===== config.mk =====
export PLATFORM = sky130hd
export DESIGN_NAME = swm_cell
export DESIGN_NICKNAME = d
export VERILOG_FILES = /design/src/hdl/swm_pkg.sv /design/src/hdl/swm_cell.sv
export SDC_FILE = /design/constraint.sdc
export NUM_CORES = 1
export LEC_CHECK = 0
export ABC_AREA = 1
export BUFFER_PORTS_ARGS = -buffer_cell sky130_fd_sc_hd__buf_2
export CAP_MARGIN = 20
export CORE_MARGIN = 3
export CORE_UTILIZATION = 55
export CTS_BUF_LIST = sky130_fd_sc_hd__clkbuf_4
export DETAILED_ROUTE_END_ITERATION = 8
export PLACE_DENSITY = 0.86
export SLEW_MARGIN = 40
export SYNTH_ARGS = -nofsm -noshare
export SYNTH_HDL_FRONTEND = slang
export SYNTH_SLANG_ARGS = --single-unit

===== constraint.sdc =====
create_clock -name clk -period 5 [get_ports clk]
set_clock_uncertainty 0.1 [all_clocks]
set_input_delay 1.25 -clock clk [delete_from_list [all_inputs] [get_ports clk]]
set_output_delay 1.25 -clock clk [all_outputs]
set_load 0.1 [all_outputs]

===== src/hdl/swm_pkg.sv =====
// Shared types and fixed widths for the sliding window min/max/mean filter.
package swm_pkg;

  localparam int SAMPLE_W = 32;
  localparam int MEAN_W   = 40;
  localparam int CFG_W    = 5;

  typedef struct packed {
    logic signed [SAMPLE_W-1:0] sample;
    logic                       start_of_sequence;
  } in_t;

  typedef struct packed {
    logic signed [SAMPLE_W-1:0] window_max;
    logic signed [SAMPLE_W-1:0] window_min;
    logic signed [MEAN_W-1:0]   window_mean_q8;
  } out_t;

endpackage


===== src/hdl/swm_cell.sv =====
// One window cell: holds one sample and folds it into the partial max/min/sum passing by.
module swm_cell #(
  parameter int INDEX       = 0,
  parameter int SAMPLE_BITS = 32,
  parameter int SUM_W       = 36
) (
  input  logic                          clk,
  input  logic                          rst,
  input  logic                          shift,
  input  logic [swm_pkg::CFG_W-1:0]     k,
  input  logic signed [SAMPLE_BITS-1:0] sample_in,
  output logic signed [SAMPLE_BITS-1:0] sample_out,
  input  logic                          tok_in,
  input  logic signed [SAMPLE_BITS-1:0] max_in,
  input  logic signed [SAMPLE_BITS-1:0] min_in,
  input  logic signed [SUM_W-1:0]       sum_in,
  output logic                          tok_out,
  output logic signed [SAMPLE_BITS-1:0] max_out,
  output logic signed [SAMPLE_BITS-1:0] min_out,
  output logic signed [SUM_W-1:0]       sum_out
);

  logic signed [SAMPLE_BITS-1:0] held;
  logic                          active;

  // Only the newest k cells take part in the window.
  assign active = (32'(k) > 32'(INDEX));

  always_ff @(posedge clk) begin
    if (shift) begin
      held <= sample_in;
    end
  end

  assign sample_out = held;

  always_ff @(posedge clk) begin
    if (rst) begin
      tok_out <= 1'b0;
    end else begin
      tok_out <= tok_in;
    end
  end

  always_ff @(posedge clk) begin
    if (active && held > max_in) begin
      max_out <= held;
    end else begin
      max_out <= max_in;
    end
    if (active && held < min_in) begin
      min_out <= held;
    end else begin
      min_out <= min_in;
    end
    if (active) begin
      sum_out <= sum_in + SUM_W'(held);
    end else begin
      sum_out <= sum_in;
    end
  end

endmodule


Yosys cells after proc, flatten, opt, wreduce, memory -nomap -nowiden

Index checks and enable logic that the tools add are counted.
W data, S select, Z words.

Output and inout port bits: 133
Word-level logic and storage cells: 14
Input bits: 141
Register bits after elaboration: 133

Magnitude comparators: 3
Reductions and logical operators: 2
Mux-type cells: 3
Add/subtract/negate cells: 1

Operators by type and width:

| kind                 | number |
|---|---|
| $mux W32             | 2 |
| $add A36 B32 Y36     | 1 |
| $mux W36             | 1 |
| $gt A32 B32 Y1       | 1 |
| $lt A32 B32 Y1       | 1 |
| $gt A5 B1 Y1 const B | 1 |
| $logic_and A1 B1 Y1  | 2 |

Depth between registers and ports, before layout

Depth in word-level cells: 3
Mapped depth: 17
Depth with buffers taken out: 16

Least setup slack after synthesis

No wires, ideal clock.

Kind: input to register
Start point: input port sum_in[0]
End point: register sum_out[26]
Stages on the path: 15
Required time: 4.786 ns
Setup time: 0.114 ns
Setup slack: 1.833 ns
Data arrival time: 2.953 ns
Cells stage by stage: ha_1 -> inv_1 -> fa_1 -> inv_1 -> nand3_1 -> nand2_1 -> nand2_1 -> nand2_1 -> a21oi_1 -> o21ai_0 -> nand2_1 -> nand2_1 -> nand2_1 -> nand3_1 -> nand2_1

Cells in the longest elaborated chain, start to end: 2

RTL lines:

| element              | line           | text |
|---|---|---|
| from (decl)          | swm_cell.sv:16 | `input logic signed [SUM_W-1:0] sum_in,` |
| $add A36 B32 Y36     | swm_cell.sv:57 | `sum_out <= sum_in + SUM_W'(held);` |
| $mux W36             | swm_cell.sv:56 | `if (active) begin` |
| to (signal assigned) | swm_cell.sv:57 |  |
| to (signal assigned) | swm_cell.sv:59 | `sum_out <= sum_in;` |
| to (decl)            | swm_cell.sv:20 | `output logic signed [SUM_W-1:0] sum_out` |

No other way between the ends.
A chain may end at the register's enable or synchronous reset.

Worst setup path after layout

Start point: input port max_in[31]
End point: register max_out[11]

Cells in the longest elaborated chain, start to end: 3

RTL lines:

| element              | line           | text |
|---|---|---|
| from (decl)          | swm_cell.sv:14 | `input logic signed [SAMPLE_BITS-1:0] max_in,` |
| $gt A32 B32 Y1       | swm_cell.sv:46 | `if (active && held > max_in) begin` |
| $logic_and A1 B1 Y1  | swm_cell.sv:46 |  |
| $mux W32             | swm_cell.sv:46 |  |
| to (signal assigned) | swm_cell.sv:47 | `max_out <= held;` |
| to (signal assigned) | swm_cell.sv:49 | `max_out <= max_in;` |
| to (decl)            | swm_cell.sv:18 | `output logic signed [SAMPLE_BITS-1:0] max_out,` |

No other way between the ends.

==> impl_metrics.env <==
export IMPL_peakVddDrop_v=0.000310
export IMPL_ant_nets=0
export IMPL_path_class="input pin to register"
export IMPL_synthesis_nets=1343
export IMPL_p_per_area_nw_per_um2=478
export IMPL_yosys_register_bits=133
export IMPL_p_leak_nw=5.31
export IMPL_setup_worst_path_end="max_out[11]$_DFF_P_"
export IMPL_globalRouteOverflowTotal=0
export IMPL_cp_end_kind="register"
export IMPL_dp_cells=1530
export IMPL_worstHoldPathType="register to register"
export IMPL_vias=8652
export IMPL_core_area_um2=14200
export IMPL_die_w_um=128
export IMPL_final_nets=1609
export IMPL_grtUsageMet1_pct=37.6
export IMPL_hpwl_mm=20.5
export IMPL_yosys_warnings=0
export IMPL_gp_congestion=0.951
export IMPL_numPortBuffers=273
export IMPL_avgViaCountPerCell=5.54
export IMPL_rrSetupSlack_ns=1.71
export IMPL_finalPower_w=0.00476
export IMPL_num_rows=43
export IMPL_wl_per_cell_um=16.7
export IMPL_antenna_found_initial=1
export IMPL_pwr_share_comb_pct=54.1
export IMPL_grt_met2_usage_pct=54.5
export IMPL_final_layout_size_suffix_gt1_share_pct=23.2
export IMPL_finalSetupViolCount=0
export IMPL_critPathBufInv=2
export IMPL_intPower_w=0.00212
export IMPL_setup_tns_final_ns=0
export IMPL_path_max_fanout=33
export IMPL_ys_types=33
export IMPL_ff2ff_path_depth=10
export IMPL_ctsRootBufferMaster="clkbuf_4"
export IMPL_syn_area_per_cell_um2=7.42
export IMPL_fin_crit_ns=3.35
export IMPL_grt_busiest_layer="met2"
export IMPL_ys_dominant_reg_cell="dfxtp_1"
export IMPL_hold_viol_final=0
export IMPL_worstPathCellList="buf_2, inv_1, ha_1, nand2_1, nor2_1, nand2_1, nor4b_2, nand2_1, nand3_2, nand3_4, nand2_1, nand2_1"
export IMPL_htree_num_levels=4
export IMPL_grt_max_degree=54
export IMPL_hold_buffers=0
export IMPL_timing_rr_end="max_out[11]$_DFF_P_"
export IMPL_arrival_ns=3.70
export IMPL_clkTransAtPathRegs_ns=0.11
export IMPL_drc=0
export IMPL_crit_start="max_in[31]"
export IMPL_start_util_pct=57.6
export IMPL_period_share_pct=67.1
export IMPL_grt_pass1_vias=8197
export IMPL_maxSlewViolCount=0
export IMPL_layout_cells_non_filler=1562
export IMPL_crit_path_top_delay_cell="nand3_2"
export IMPL_cp_top_family="simple AND/OR/NAND/NOR gates"
export IMPL_cts_tree="built"
export IMPL_grtUsageMet3_pct=6.04
export IMPL_critPathLaunchType="input pin"
export IMPL_grt_pass1_wl_mm=39.9
export IMPL_relSlewSlack_pct=52.5
export IMPL_cpPeakStageDelay_ns=0.48
export IMPL_post_cts_resize_count=0
export IMPL_cp_depth=12
export IMPL_die_h_um=128
export IMPL_path_common_cell="nand2_1"
export IMPL_rsz0062_at_grt="no"
export IMPL_max_freq_mhz=298
export IMPL_syn_area_um2=8180
export IMPL_drt_total_wl_mm=26.0
export IMPL_clock_latency_ns=0.55
export IMPL_outcome="finished clean"
export IMPL_clock_sinks=133
export IMPL_die_area_um2=16400
export IMPL_dr_pass1_iters=7
export IMPL_required_ns=5.35
export IMPL_maxCapViolCount=0
export IMPL_ioPinCount=274
export IMPL_grt_usage_pct=30.9
export IMPL_syn_inst=1103
export IMPL_fillers=1231
export IMPL_synth_edff_count=32
export IMPL_r2r_start="sample_out[31]$_DFFE_PP_"
export IMPL_switching_power_w=0.00264
export IMPL_seq_area_frac_synth_pct=36.5
export IMPL_drtIter0Drc=676
export IMPL_area_growth_pct=21.7
export IMPL_pwr_share_clk_pct=16.0
export IMPL_async_flop_share_pct=0
export IMPL_cts_buffer_depth=2
export IMPL_p_sw_share_pct=55.5
export IMPL_seq_power_share_pct=29.9
export IMPL_numCtsBuffers=17
export IMPL_worst_pin_slew_ns=0.705
export IMPL_cts_setup_buffers=0
[synthesized netlist by cell type (5+ instances only)]
cell | count | share of area [%]
xor2_1 | 7 | 0.75
nand4_1 | 71 | 5.4
nor3_1 | 17 | 1.0
nand3b_1 | 8 | 0.73
inv_1 | 113 | 5.2
clkbuf_1 | 19 | 0.87
ha_1 | 98 | 15
a21oi_1 | 82 | 5.0
buf_2 | 9 | 0.55
nor2_1 | 72 | 3.3
nand2_1 | 340 | 16
xnor2_1 | 12 | 1.3
a31oi_1 | 6 | 0.46
edfxtp_1 | 32 | 12
o21a_1 | 5 | 0.46
nand3_1 | 36 | 2.2
dfxtp_1 | 101 | 25
o21ai_0 | 51 | 3.1
[placed cells by master (no fill, tap or decap), types with 12 or more instances in the layout]
| master | n |
|---|---|
| ha_1 | 98 |
| xnor2_1 | 12 |
| dfxtp_1 | 101 |
| o21ai_0 | 51 |
| inv_1 | 113 |
| a21oi_1 | 81 |
| nand4_1 | 71 |
| buf_2 | 272 |
| clkbuf_4 | 20 |
| nand2_1 | 340 |
| edfxtp_1 | 32 |
| nor3_1 | 17 |
| nor2_1 | 72 |
| nand3_1 | 36 |
[per-stage QoR]
step           util [%]  setup WS (ns)  hold slack (ns)  area, um2
2_1_floorplan         -           1.83             1.04       8180
3_3_place_gp       68.1           1.25            0.576       9670
3_5_place_dp       68.1           1.14            0.584       9670
4_1_cts            70.1           1.72            0.599       9950
5_1_grt            70.1           1.44            0.652       9960
6_report           70.1           1.65            0.618       9960
[cells by family after synthesis]
group	Yosys count	share of synthesized area, %
and+or+nand+nor	553	29.3
AOI/OAI and AO/OA	152	9.82
buffers and inverters	147	7.16
DFF	133	36.5
adders and majority gates	99	15.2
xor gates and xnor gates	19	2.03
[worst min-delay path, cell delays in order (launching register included)]
cell and delay, ns:
edfxtp_1 0.51, nand4_1 0.12, nand2_1 0.07
[power groups by stage]
| stage | combinational, W | clock, W | sequential, W |
|---|---|---|---|
| final | 0.00257 | 0.000762 | 0.00142 |
| after global routing | 0.00270 | 0.000809 | 0.00144 |
| after CTS | 0.00257 | 0.000762 | 0.00142 |
| after detailed placement | 0.00256 | 0 | 0.00144 |
| after global placement | 0.00254 | 0 | 0.00144 |
| after floorplan | 0.000592 | 0 | 0.00295 |
[state kept, by name, summed over array words and instances (netlist names)]
name and count:
max_out 32, min_out 32, sample_out 32, sum_out 36, tok_out 1
[layout make-up]
type	instances	area, um2	share of cell area, %
repair buffers	279	1410	14.2
well taps	180	225	2.26
clock buffers	20	150	1.51
diodes	1	2.50	0.0251
flip-flops and latches	133	2980	30.0
multi-input cells	823	4620	46.4
clock inverters	11	134	1.34
inverters	115	432	4.34
[worst min-delay path by stage]
stage | startpoint | end | slack [ns] | depth (start not counted)
after CTS | sample_out[20]$_DFFE_PP_ | max_out[20]$_DFF_P_ | 0.60 | 2
after global placement | sample_out[20]$_DFFE_PP_ | max_out[20]$_DFF_P_ | 0.58 | 2
after global routing | sample_out[20]$_DFFE_PP_ | max_out[20]$_DFF_P_ | 0.65 | 2
after floorplan | sample_out[0]$_DFFE_PP_ | max_out[0]$_DFF_P_ | 1.04 | 2
after detailed placement | sample_out[20]$_DFFE_PP_ | max_out[20]$_DFF_P_ | 0.58 | 2
final | sample_out[20]$_DFFE_PP_ | max_out[20]$_DFF_P_ | 0.62 | 2
[routing by layer]
metal  wire (um)  vias up
met4         612        0
li1            -     4233
met5           0        -
met3        1990       58
met1       10600     3943
met2       12900      418
(Power assumes the default switching activity.)
