`src/hdl/swm_pkg.sv`:
```
// Shared types and fixed widths for the sliding window min/max/mean filter.
package swm_pkg;

  localparam int SAMPLE_W = 32;
  localparam int MEAN_W   = 40;
  localparam int CFG_W    = 5;

  typedef struct packed {
    logic signed [SAMPLE_W-1:0] sample;
    logic                       start_of_sequence;
  } in_t;

  typedef struct packed {
    logic signed [SAMPLE_W-1:0] window_max;
    logic signed [SAMPLE_W-1:0] window_min;
    logic signed [MEAN_W-1:0]   window_mean_q8;
  } out_t;

endpackage

```
`src/hdl/swm_div.sv`:
```
// Bit-serial restoring divider for an unsigned dividend over the 5-bit window size.
module swm_div #(
  parameter int NW = 44
) (
  input  logic                      clk,
  input  logic                      rst,
  input  logic                      start,
  input  logic [NW-1:0]             dividend,
  input  logic [swm_pkg::CFG_W-1:0] divisor,
  output logic                      done,
  output logic [NW-1:0]             quotient
);

  localparam int CW = (NW > 1) ? $clog2(NW) : 1;

  logic                      busy;
  logic [CW-1:0]             cnt;
  logic [NW-1:0]             acc;
  logic [swm_pkg::CFG_W-1:0] rem;
  logic [swm_pkg::CFG_W:0]   trial;
  logic                      ge;
  logic [swm_pkg::CFG_W:0]   diff;

  assign trial = {rem, acc[NW-1]};
  assign ge    = (trial >= {1'b0, divisor});
  assign diff  = trial - {1'b0, divisor};

  always_ff @(posedge clk) begin
    if (rst) begin
      busy <= 1'b0;
      done <= 1'b0;
      cnt  <= '0;
    end else begin
      done <= 1'b0;
      if (start) begin
        busy <= 1'b1;
        cnt  <= '0;
      end else if (busy) begin
        cnt <= cnt + 1'b1;
        if (cnt == CW'(NW - 1)) begin
          busy <= 1'b0;
          done <= 1'b1;
        end
      end
    end
  end

  // The dividend shifts out at the top while quotient bits shift in at the bottom.
  always_ff @(posedge clk) begin
    if (start) begin
      acc <= dividend;
      rem <= '0;
    end else if (busy) begin
      acc <= {acc[NW-2:0], ge};
      rem <= ge ? diff[swm_pkg::CFG_W-1:0] : trial[swm_pkg::CFG_W-1:0];
    end
  end

  assign quotient = acc;

endmodule

```
`config.mk`:
```
export PLATFORM = sky130hd
export DESIGN_NAME = swm_div
export DESIGN_NICKNAME = d
export VERILOG_FILES = /design/src/hdl/swm_pkg.sv /design/src/hdl/swm_div.sv
export SDC_FILE = /design/constraint.sdc
export NUM_CORES = 1
export LEC_CHECK = 0
export BUFFER_PORTS_ARGS = -buffer_cell sky130_fd_sc_hd__buf_2
export CELL_PAD_IN_SITES_DETAIL_PLACEMENT = 1
export CELL_PAD_IN_SITES_GLOBAL_PLACEMENT = 1
export CORE_MARGIN = 3
export CORE_UTILIZATION = 38
export CTS_CLUSTER_DIAMETER = 150
export DETAILED_ROUTE_END_ITERATION = 6
export PLACE_DENSITY_LB_ADDON = 0.1
export SLEW_MARGIN = 5
export SYNTH_ARGS = -nofsm -noshare
export SYNTH_HDL_FRONTEND = slang
export SYNTH_SLANG_ARGS = --single-unit
```
`constraint.sdc`:
```
create_clock -name clk -period 2.67 [get_ports clk]
set_input_delay 0.534 -clock clk [delete_from_list [all_inputs] [get_ports clk]]
set_output_delay 0.534 -clock clk [all_outputs]
set_load 0.005 [all_outputs]
```
# Word level (Yosys, flattened, before mapping)
# Index checks and enable logic that the tools add are counted.
# word_totals
word_cells	20
regBits	57
out_inout_bits	45
# classes
bitwise	1
reduce_logical	3
eq_ne	1
n_lt_le_gt_ge	1
addsub	2
muxes	7
# ops
operator	n
2-to-1 mux 44 bit	2
adder 6 x 1 -> 6 bit, second input constant	1
== test 6 bit, second input constant	1
>= comparator 6 x 5 -> 1 bit	1
2-to-1 mux 5 bit	1
subtractor 5 bit	1
2-to-1 mux 1 bit	4
OR reduction 3 bit	1
nonzero test 2 bit	1
OR reduction 2 bit	1
NOT 1 bit	1

# Depth between registers and ports, before layout
# Gate-level depths: netlist of the first run.
# logic_depth
depth_word	4
ltp_mapped	8
depth_no_buf	8

# Worst setup path before layout of the first run
# Ideal clock, no wire load.
# synth_path
kind	input port to flip-flop
start	input divisor[0] (netlist bit)
end	register rem[2] (netlist bit)
path_slack_ps	471
setup_ps	95
path_stages	7
t_arrival_ps	2103
cell_sequence	ha_1 -> inv_1 -> fa_1 -> a211o_1 -> o211a_1 -> or4_1 -> o311ai_1
# synth_via
elab_chain_cells	2
# synth_rtl
item	line	rtl
start, declared	swm_div.sv:9	input logic [swm_pkg::CFG_W-1:0] divisor,
subtractor 5 bit / >= comparator 6 x 5 -> 1 bit (equally long branches)	swm_div.sv:26, swm_div.sv:25	
2-to-1 mux 5 bit (*)	swm_div.sv:55	rem <= ge ? diff[swm_pkg::CFG_W-1:0] : trial[swm_pkg::CFG_W-1:0];
end signal, assigned	swm_div.sv:55	
end, declared	swm_div.sv:19	logic [swm_pkg::CFG_W-1:0] rem;
# Every way passes the cells marked *; elsewhere a longest branch is shown, timed or not.
# A chain may end at the register's enable or synchronous reset.

# Final worst setup path of the first run
# layout_path
start	register acc[43] (netlist: quotient[43])
end	register rem[2] (netlist bit)
# layout_via
elab_chain_cells	2
# layout_rtl
item	line	rtl
start, declared	swm_div.sv:18	logic [NW-1:0] acc;
start signal, assigned	swm_div.sv:51	acc <= dividend;
start signal, assigned	swm_div.sv:54	acc <= {acc[NW-2:0], ge};
subtractor 5 bit / >= comparator 6 x 5 -> 1 bit (equally long branches)	swm_div.sv:26, swm_div.sv:25	
2-to-1 mux 5 bit (*)	swm_div.sv:55	
# Marked as above.

==> results.txt, run 1 <==
Synth Area per Inst: 14.2 µm²
Setup crit end kind: flip-flop
Largest net degree at the start of global routing: 45
DP Area: 3190 µm²
Initial Utilization: 40.1%
CTS tree: built
Hold WC Path Type: primary input to flip-flop
Worst-path fanout max: 3
Diodes inserted: 0
GRT Resource Usage Total: 14.9%
Worst Tran Pin Value: 557 ps
Critical Path, Cell by Cell: inv_1 > ha_1 > inv_1 > fa_1 > a211o_1 > o211a_1 > or4_1 > o311ai_1
Number of vias per cell: 5.01
Post-Syn Area: 2610 µm²
Die H: 88.8 µm
Final setup viols: 0
Detail Route Antenna Nets: 0
First DRT Iteration DRCs: 73
Antenna violations before repair: 0
Layout cells sized above 1: 55.3%
Area Growth Syn to Fin: 29.7%
PD cells: 654 nW/µm²
Clk_skew: 11.0 ps
Max incr delay on CP: 500 ps
Crit path depth: 8
CP Class: flip-flop to flip-flop
Status: finished clean
Post-synthesis register bit count: 57
Vias in the first global route: 1849
Pleak: 1.45 nW
Worst VDD drop: 0.336 mV
CTS buffer count: 9
Slowest CP cell: or4_1
Worst Path Buf+Inv: 2
Post-route DRC: 0
Sum Neg Setup Slack: 0 ps
Seq/Total Area, Yosys: 60.7%
Post-route cell area: 3380 µm²
Crit path launch type: flip-flop
CP top delay family: adder cells
CTS H-Tree Depth: 3
CTS clk-pin slew, worst paths: 70 ps
Data arrival, critical path: 2490 ps
Core Rows: 29
Routability congestion estimate: 0.765
Filler instances: 723
DR vias: 1855
Cells after Synth: 184
Postcts setup bufs: 0
Relative slew slack: 62.7%
First-pass DRT Iterations: 4
Max Buffers Root-to-Sink: 2
Overflow after GRT: 0
Max-Cap Viols: 0
RSZ-0062 raised after global routing: false
Post-CTS Hold Buffers: 0
WL final: 5820 µm
WL/cell: 15.7 µm
CP most frequent cell: inv_1
Critical Path RT: 2910 ps
First-pass GRT wire length: 8860 µm
Cell count of the worst reg-to-reg path: 8
Pins over their slew limit: 0
Die width: 88.8 µm
Core footprint: 6490 µm²
IO Port Bufs: 96
Die area: 7890 µm²
Yosys cell types: 38
Hpwl dp: 4200 µm
Fin crit share: 84.4%
Clk sinks: 57
Synth Warn #: 0
Final min period: 2250 ps
Hold Vio Cnt, Final: 0
Worst hold stages: 2
Root Buffer: clkbuf_8
Nets: 347
Max frequency: 0.444 GHz
CTS-repair resized insts: 0
Post-Syn Nets: 243
Latest clock arrival within the worst-skew pair: 330 ps
Final Core Density: 52.1%
IO Pins: 97
## metrics by stage
step | instances | setup slack [ps] | power [W] | hold slack (ps)
floorplan | 184 | 471 | 0.00129 | 443
global placement | 354 | 339 | 0.00144 | 475
detailed placement | 354 | 287 | 0.00145 | 487
CTS | 370 | 401 | 0.00225 | 347
global route | 370 | 275 | 0.00233 | 357
finish | 370 | 418 | 0.00221 | 366
## worst reg2reg max path, delay by kind of cell (launching register included)
kind	cells	cell delay (ps)
AND/OR/NAND/NOR	1	500
flip-flops	1	420
adder cells (fa/ha/maj)	2	580
buffers and inverters	2	130
AO/OA/AOI/OAI	3	540
## power by group
group	internal, W	total [W]	switching [W]
registers	0.00106	0.00110	0.0000410
logic	0.000175	0.000328	0.000153
clock network	0.000428	0.000786	0.000357
total	0.00166	0.00221	0.000551
## final cells by class
| cell class | count | area [µm²] | area share (%) |
|---|---|---|---|
| flip-flops and latches | 57 | 1580 | 46.8 |
| repair buffers | 100 | 510 | 15.1 |
| clock inverters | 7 | 71.3 | 2.11 |
| inverters | 8 | 30.0 | 0.888 |
| clock buffers | 9 | 124 | 3.66 |
| multi-input cells | 112 | 968 | 28.6 |
| well taps | 77 | 96.3 | 2.85 |
## cells in the mapped netlist
cell type	instances	share of area (%)
a211o_1	2	0.67
a211o_2	1	0.38
a211oi_1	2	0.58
a21o_1	1	0.29
a21oi_1	6	1.2
a311oi_1	2	0.67
a31oi_1	1	0.24
and3_1	2	0.48
and4_4	1	0.43
buf_1	2	0.29
buf_2	3	0.58
clkbuf_1	2	0.29
dfxtp_1	13	10
edfxtp_1	44	51
fa_1	1	0.77
ha_1	6	2.9
inv_1	8	1.2
mux2_2	43	19
mux2i_1	1	0.38
nand2_1	7	1.0
nand3_1	3	0.58
nand3b_1	1	0.29
nand4_1	2	0.48
nor2_1	11	1.6
nor2b_1	1	0.24
nor3_1	1	0.19
nor4bb_1	1	0.38
o211a_1	1	0.38
o211ai_1	1	0.29
o21ai_0	2	0.38
o311ai_1	1	0.34
o31ai_1	1	0.29
o41ai_1	1	0.34
or2_2	1	0.24
or3_1	1	0.24
or4_1	1	0.29
xnor2_1	3	1.0
xor2_1	3	1.0
## final timing paths
kind / startpoint / endpoint / slack [ps]
worst max register to register: quotient[43] / rem[2] / 420
worst min-delay path: rst / busy / 370
worst max-delay path: quotient[43] / rem[2] / 420
worst min register to register: cnt[5] / done / 500
## sequential cells by signal (all words and copies together), names as in the netlist
name / count
busy: 1
cnt: 6
done: 1
quotient: 44
rem: 5
## metal layers
layer  track usage [%]  wire length [µm]  up-vias
met5                 0                 0        -
met4              7.42               101        0
met3              4.28               457       10
met2              23.7              2690       67
met1              18.6              2580      873
li1                  -                 -      905
## cell families after synthesis
logic type	share of synthesized area, %
flip-flops	60.7
multiplexers	19.0
AND/OR/NAND/NOR	6.43
AO/OA/AOI/OAI	6.00
buffers and inverters	2.30
adder cells (fa/ha/maj)	3.65
XOR/XNOR	2.02
## cell usage in the layout, fill, tap and decap left out, types with 2 or more instances in the layout
cell type	n
mux2_2	43
dfxtp_1	13
a21oi_1	6
xnor2_1	3
inv_1	8
clkbuf_8	9
o21ai_0	2
nand3_1	3
a211o_1	2
a311oi_1	2
nand4_1	2
buf_4	4
xor2_1	3
clkinvlp_4	2
nand2_1	6
nor2_1	11
and3_1	2
edfxtp_1	44
ha_1	6
a211oi_1	2
buf_2	96
clkinv_4	2
(Power assumes the default switching activity.)
==> run 2: changes to the inputs <==
--- a/config.mk
+++ b/config.mk
@@ -5,11 +5,12 @@
 export SDC_FILE = /design/constraint.sdc
 export NUM_CORES = 1
 export LEC_CHECK = 0
+export ABC_AREA = 1
 export BUFFER_PORTS_ARGS = -buffer_cell sky130_fd_sc_hd__buf_2
 export CELL_PAD_IN_SITES_DETAIL_PLACEMENT = 1
 export CELL_PAD_IN_SITES_GLOBAL_PLACEMENT = 1
 export CORE_MARGIN = 3
-export CORE_UTILIZATION = 38
+export CORE_UTILIZATION = 36
 export CTS_CLUSTER_DIAMETER = 150
 export DETAILED_ROUTE_END_ITERATION = 6
 export PLACE_DENSITY_LB_ADDON = 0.1
==> constraint.sdc (replaced) <==
create_clock -name clk -period 2.29 [get_ports clk]
set_input_delay 0.458 -clock clk [delete_from_list [all_inputs] [get_ports clk]]
set_output_delay 0.458 -clock clk [all_outputs]
set_load 0.005 [all_outputs]
==> run 2 against run 1 <==
Compared with the run above: via count up 23%; combinational power is 24% higher; cell count up 35%; global-route usage rose by 1.6 points; setup slack improved by 110 ps; register-to-register slack improved by 110 ps; sequential share of layout area down 0.93 points; worst hold slack got worse by 62 ps; routed wire length rose by 17%; design area rose by 2.0%; largest cell class unchanged; highest routed layer unchanged.
==> results.txt, run 2 <==
Met3 Use GR: 4.63% (+0.35 points)
CTS clk-pin slew, worst paths: 60 ps (about the same)
CTS H-Tree Depth: 3 (unchanged)
Switching power: 0.000668 W (+21%)
Main flop type after synthesis: edfxtp_1
Cells after Synth: 300 (+63%)
Overflow after GRT: 0 (unchanged)
Seq/Total Area, Yosys: 58.7% (-1.9 points)
Clock power frac: 33.8% (-1.7 points)
Worst-path fanout max: 7 (+4)
Pins over their slew limit: 0 (unchanged)
Nets: 460 (+33%)
Crit path launch type: flip-flop
Hold Vio Cnt, Final: 0 (unchanged)
Grt peak-use layer: met2
Post-CTS Hold Buffers: 0 (unchanged)
Post-route cell area: 3450 µm² (+2.0%)
CTS-repair resized insts: 0 (unchanged)
Flop pwr share: 50.3% (+0.6 points)
Post-synth EDFFs: 44 (unchanged)
Register-to-register setup slack: 530 ps (+110 ps)
Largest net degree at the start of global routing: 42 (-6.7%)
Sum Neg Setup Slack: 0 ps (unchanged)
Die area: 8560 µm² (+8.4%)
GRT Resource Usage Total: 16.5% (+1.6 points)
First DRT Iteration DRCs: 77 (+5.5%)
RSZ-0062 raised after global routing: false
Final setup viols: 0 (unchanged)
PD cells: 742 nW/µm² (+13%)
Worst Tran Pin Value: 473 ps (-83.5 ps)
Int Power: 0.00189 W (+14%)
Die width: 92.5 µm (+4.1%)
Max-Cap Viols: 0 (unchanged)
Hold WC Path Type: primary input to flip-flop
Setup crit end kind: flip-flop
Max frequency: 0.569 GHz (+28%)
Synth Area per Inst: 8.98 µm² (-37%)
Cell count of the worst reg-to-reg path: 8 (unchanged)
Yosys cell types: 30 (-21%)
Met1 global-route usage: 21.1% (+2.4 points)
Final Core Density: 49.2% (-2.9 points)
Fin crit share: 76.8% (-7.6 points)
Most frequent cells in the layout: nand2_1, buf_2, edfxtp_1, inv_1
Core footprint: 7020 µm² (+8.1%)
Number of vias per cell: 4.57 (-8.9%)
Data arrival, critical path: 1820 ps (-670 ps)
IO Pins: 97 (unchanged)
Final min period: 1760 ps (-494 ps)
Max Buffers Root-to-Sink: 2 (unchanged)
Post-route DRC: 0 (unchanged)
Initial Utilization: 38.4% (-1.8 points)
Status: finished clean
Detail Route Antenna Nets: 0 (unchanged)
IO Port Bufs: 96 (unchanged)
Area Growth Syn to Fin: 28.1%
Yosys top cell area share: 49.0% (-1.6 points)
Layout cells sized above 1: 30.6% (-25 points)
RR Endpoint: quotient[0]
Critical Path RT: 2350 ps (-560 ps)
Largest register FFs: 44 (unchanged)
Root Buffer: clkbuf_8
FFs w/ async S/R, synth: 0% (unchanged)
CTS buffer count: 9 (unchanged)
Sw frac: 26.1% (+1.2 points)
Relative slew slack: 68.3% (+5.7 points)
Antenna violations before repair: 0 (unchanged)
Comb pwr share: 15.9% (+1.1 points)
First-pass DRT Iterations: 4 (unchanged)
Synth Warn #: 0 (unchanged)
CP Class: flip-flop to flip-flop
DP Area: 3280 µm² (+2.8%)
First-pass GRT wire length: 11100 µm (+25%)
Worst VDD drop: 0.377 mV (+12%)
CTS tree: built
Routability congestion estimate: 0.753 (-1.6%)
Post-synthesis register bit count: 57 (unchanged)
Ranking of synthesized cells by area: edfxtp_1, nand2_1, dfxtp_1, ha_1, nand3_1
Clk sinks: 57 (unchanged)
Total placed cells including tap cells: 486 (+37%)
Critical R2R Launch: quotient[43]
DR vias: 2289 (+23%)
Hpwl dp: 5090 µm (+21%)
Non-filler cells, final: 501 (+35%)
Vias in the first global route: 2332 (+26%)
WL/cell: 13.6 µm (-13%)
Latest clock arrival within the worst-skew pair: 320 ps (about the same)
Hold EP: busy
Worst hold stages: 2 (unchanged)
Commonest non-fill, non-tap cell in the layout: nand2_1
Post-Syn Nets: 359 (+48%)
Min-delay src: rst
Post-Syn Area: 2690 µm² (+3.3%)
Area leader, netlist: edfxtp_1
Postcts setup bufs: 0 (unchanged)
Diodes inserted: 0 (unchanged)
Core Rows: 30 (+3.4%)
Pleak: 1.74 nW (+20%)
Synth cell count leaders: nand2_1, edfxtp_1, inv_1, dfxtp_1, nand3_1
Die H: 92.5 µm (+4.1%)
Dominant cell by count in the synthesized netlist: nand2_1
Clk_skew: 6.19 ps (-4.82 ps)
GR met2 Demand/Resource: 26.8% (+3.1 points)
WL final: 6820 µm (+17%)
[run 2: worst max-delay path by stage]
stage                  end    startpoint  slack, ps  cells after the start
6_report       quotient[0]  quotient[43]        530                      8
5_1_grt             rem[4]  quotient[43]        370                     11
3_3_place_gp   quotient[0]    divisor[0]        530                      8
2_1_floorplan  quotient[0]         start        290                      3
3_5_place_dp   quotient[0]    divisor[0]        500                      8
4_1_cts        quotient[0]  quotient[43]        510                      8
[run 2: area by class of cell]
| type | count | area, µm² |
|---|---|---|
| clock inverters | 5 | 47.5 |
| repair buffers | 101 | 518 |
| multi-input cells | 213 | 985 |
| clock buffers | 10 | 128 |
| inverters | 19 | 71.3 |
| flip-flops and latches | 57 | 1580 |
| fillers | 896 | 3570 |
| well taps | 96 | 120 |
[run 2: power groups by stage]
| stage | Combinational (W) | Sequential, W | Clock (W) |
|---|---|---|---|
| 2_1_floorplan | 0.000221 | 0.00131 | 0 |
| 3_3_place_gp | 0.000403 | 0.00131 | 0 |
| 3_5_place_dp | 0.000415 | 0.00131 | 0 |
| 4_1_cts | 0.000416 | 0.00129 | 0.000894 |
| 5_1_grt | 0.000467 | 0.00130 | 0.000937 |
| 6_report | 0.000406 | 0.00129 | 0.000865 |
[run 2: cell families after synthesis]
kind of cell    count (synthesis)  share of synthesized area, %
xor+xnor                        1                         0.325
simple gates                  196                          31.0
fa+ha+maj                       7                          3.53
buf+inv                        30                          4.74
compound gates                  9                          1.72
flops                          57                          58.7
[run 2: worst max-delay path, cell delays in order (launching register included)]
cell,delay (ps)
edfxtp_1,390
inv_1,120
ha_1,150
inv_1,60
fa_1,390
nand2_1,80
nand2_1,100
nand3_4,130
a31oi_1,90
[run 2: per-layer routing]
metal	vias up	share of wire (%)	routed length, µm
met5	-	0	0
met1	1058	45	3060
met2	65	47	3220
met3	7	7.0	477
met4	0	0.92	63
li1	1159	-	-
[run 2: through the flow]
step	total power (W)	hold slack [ps]	setup slack, ps
floorplan	0.00153	427	291
global placement	0.00171	449	528
detailed placement	0.00172	455	502
CTS	0.00260	289	514
global route	0.00271	296	368
finish	0.00256	304	532
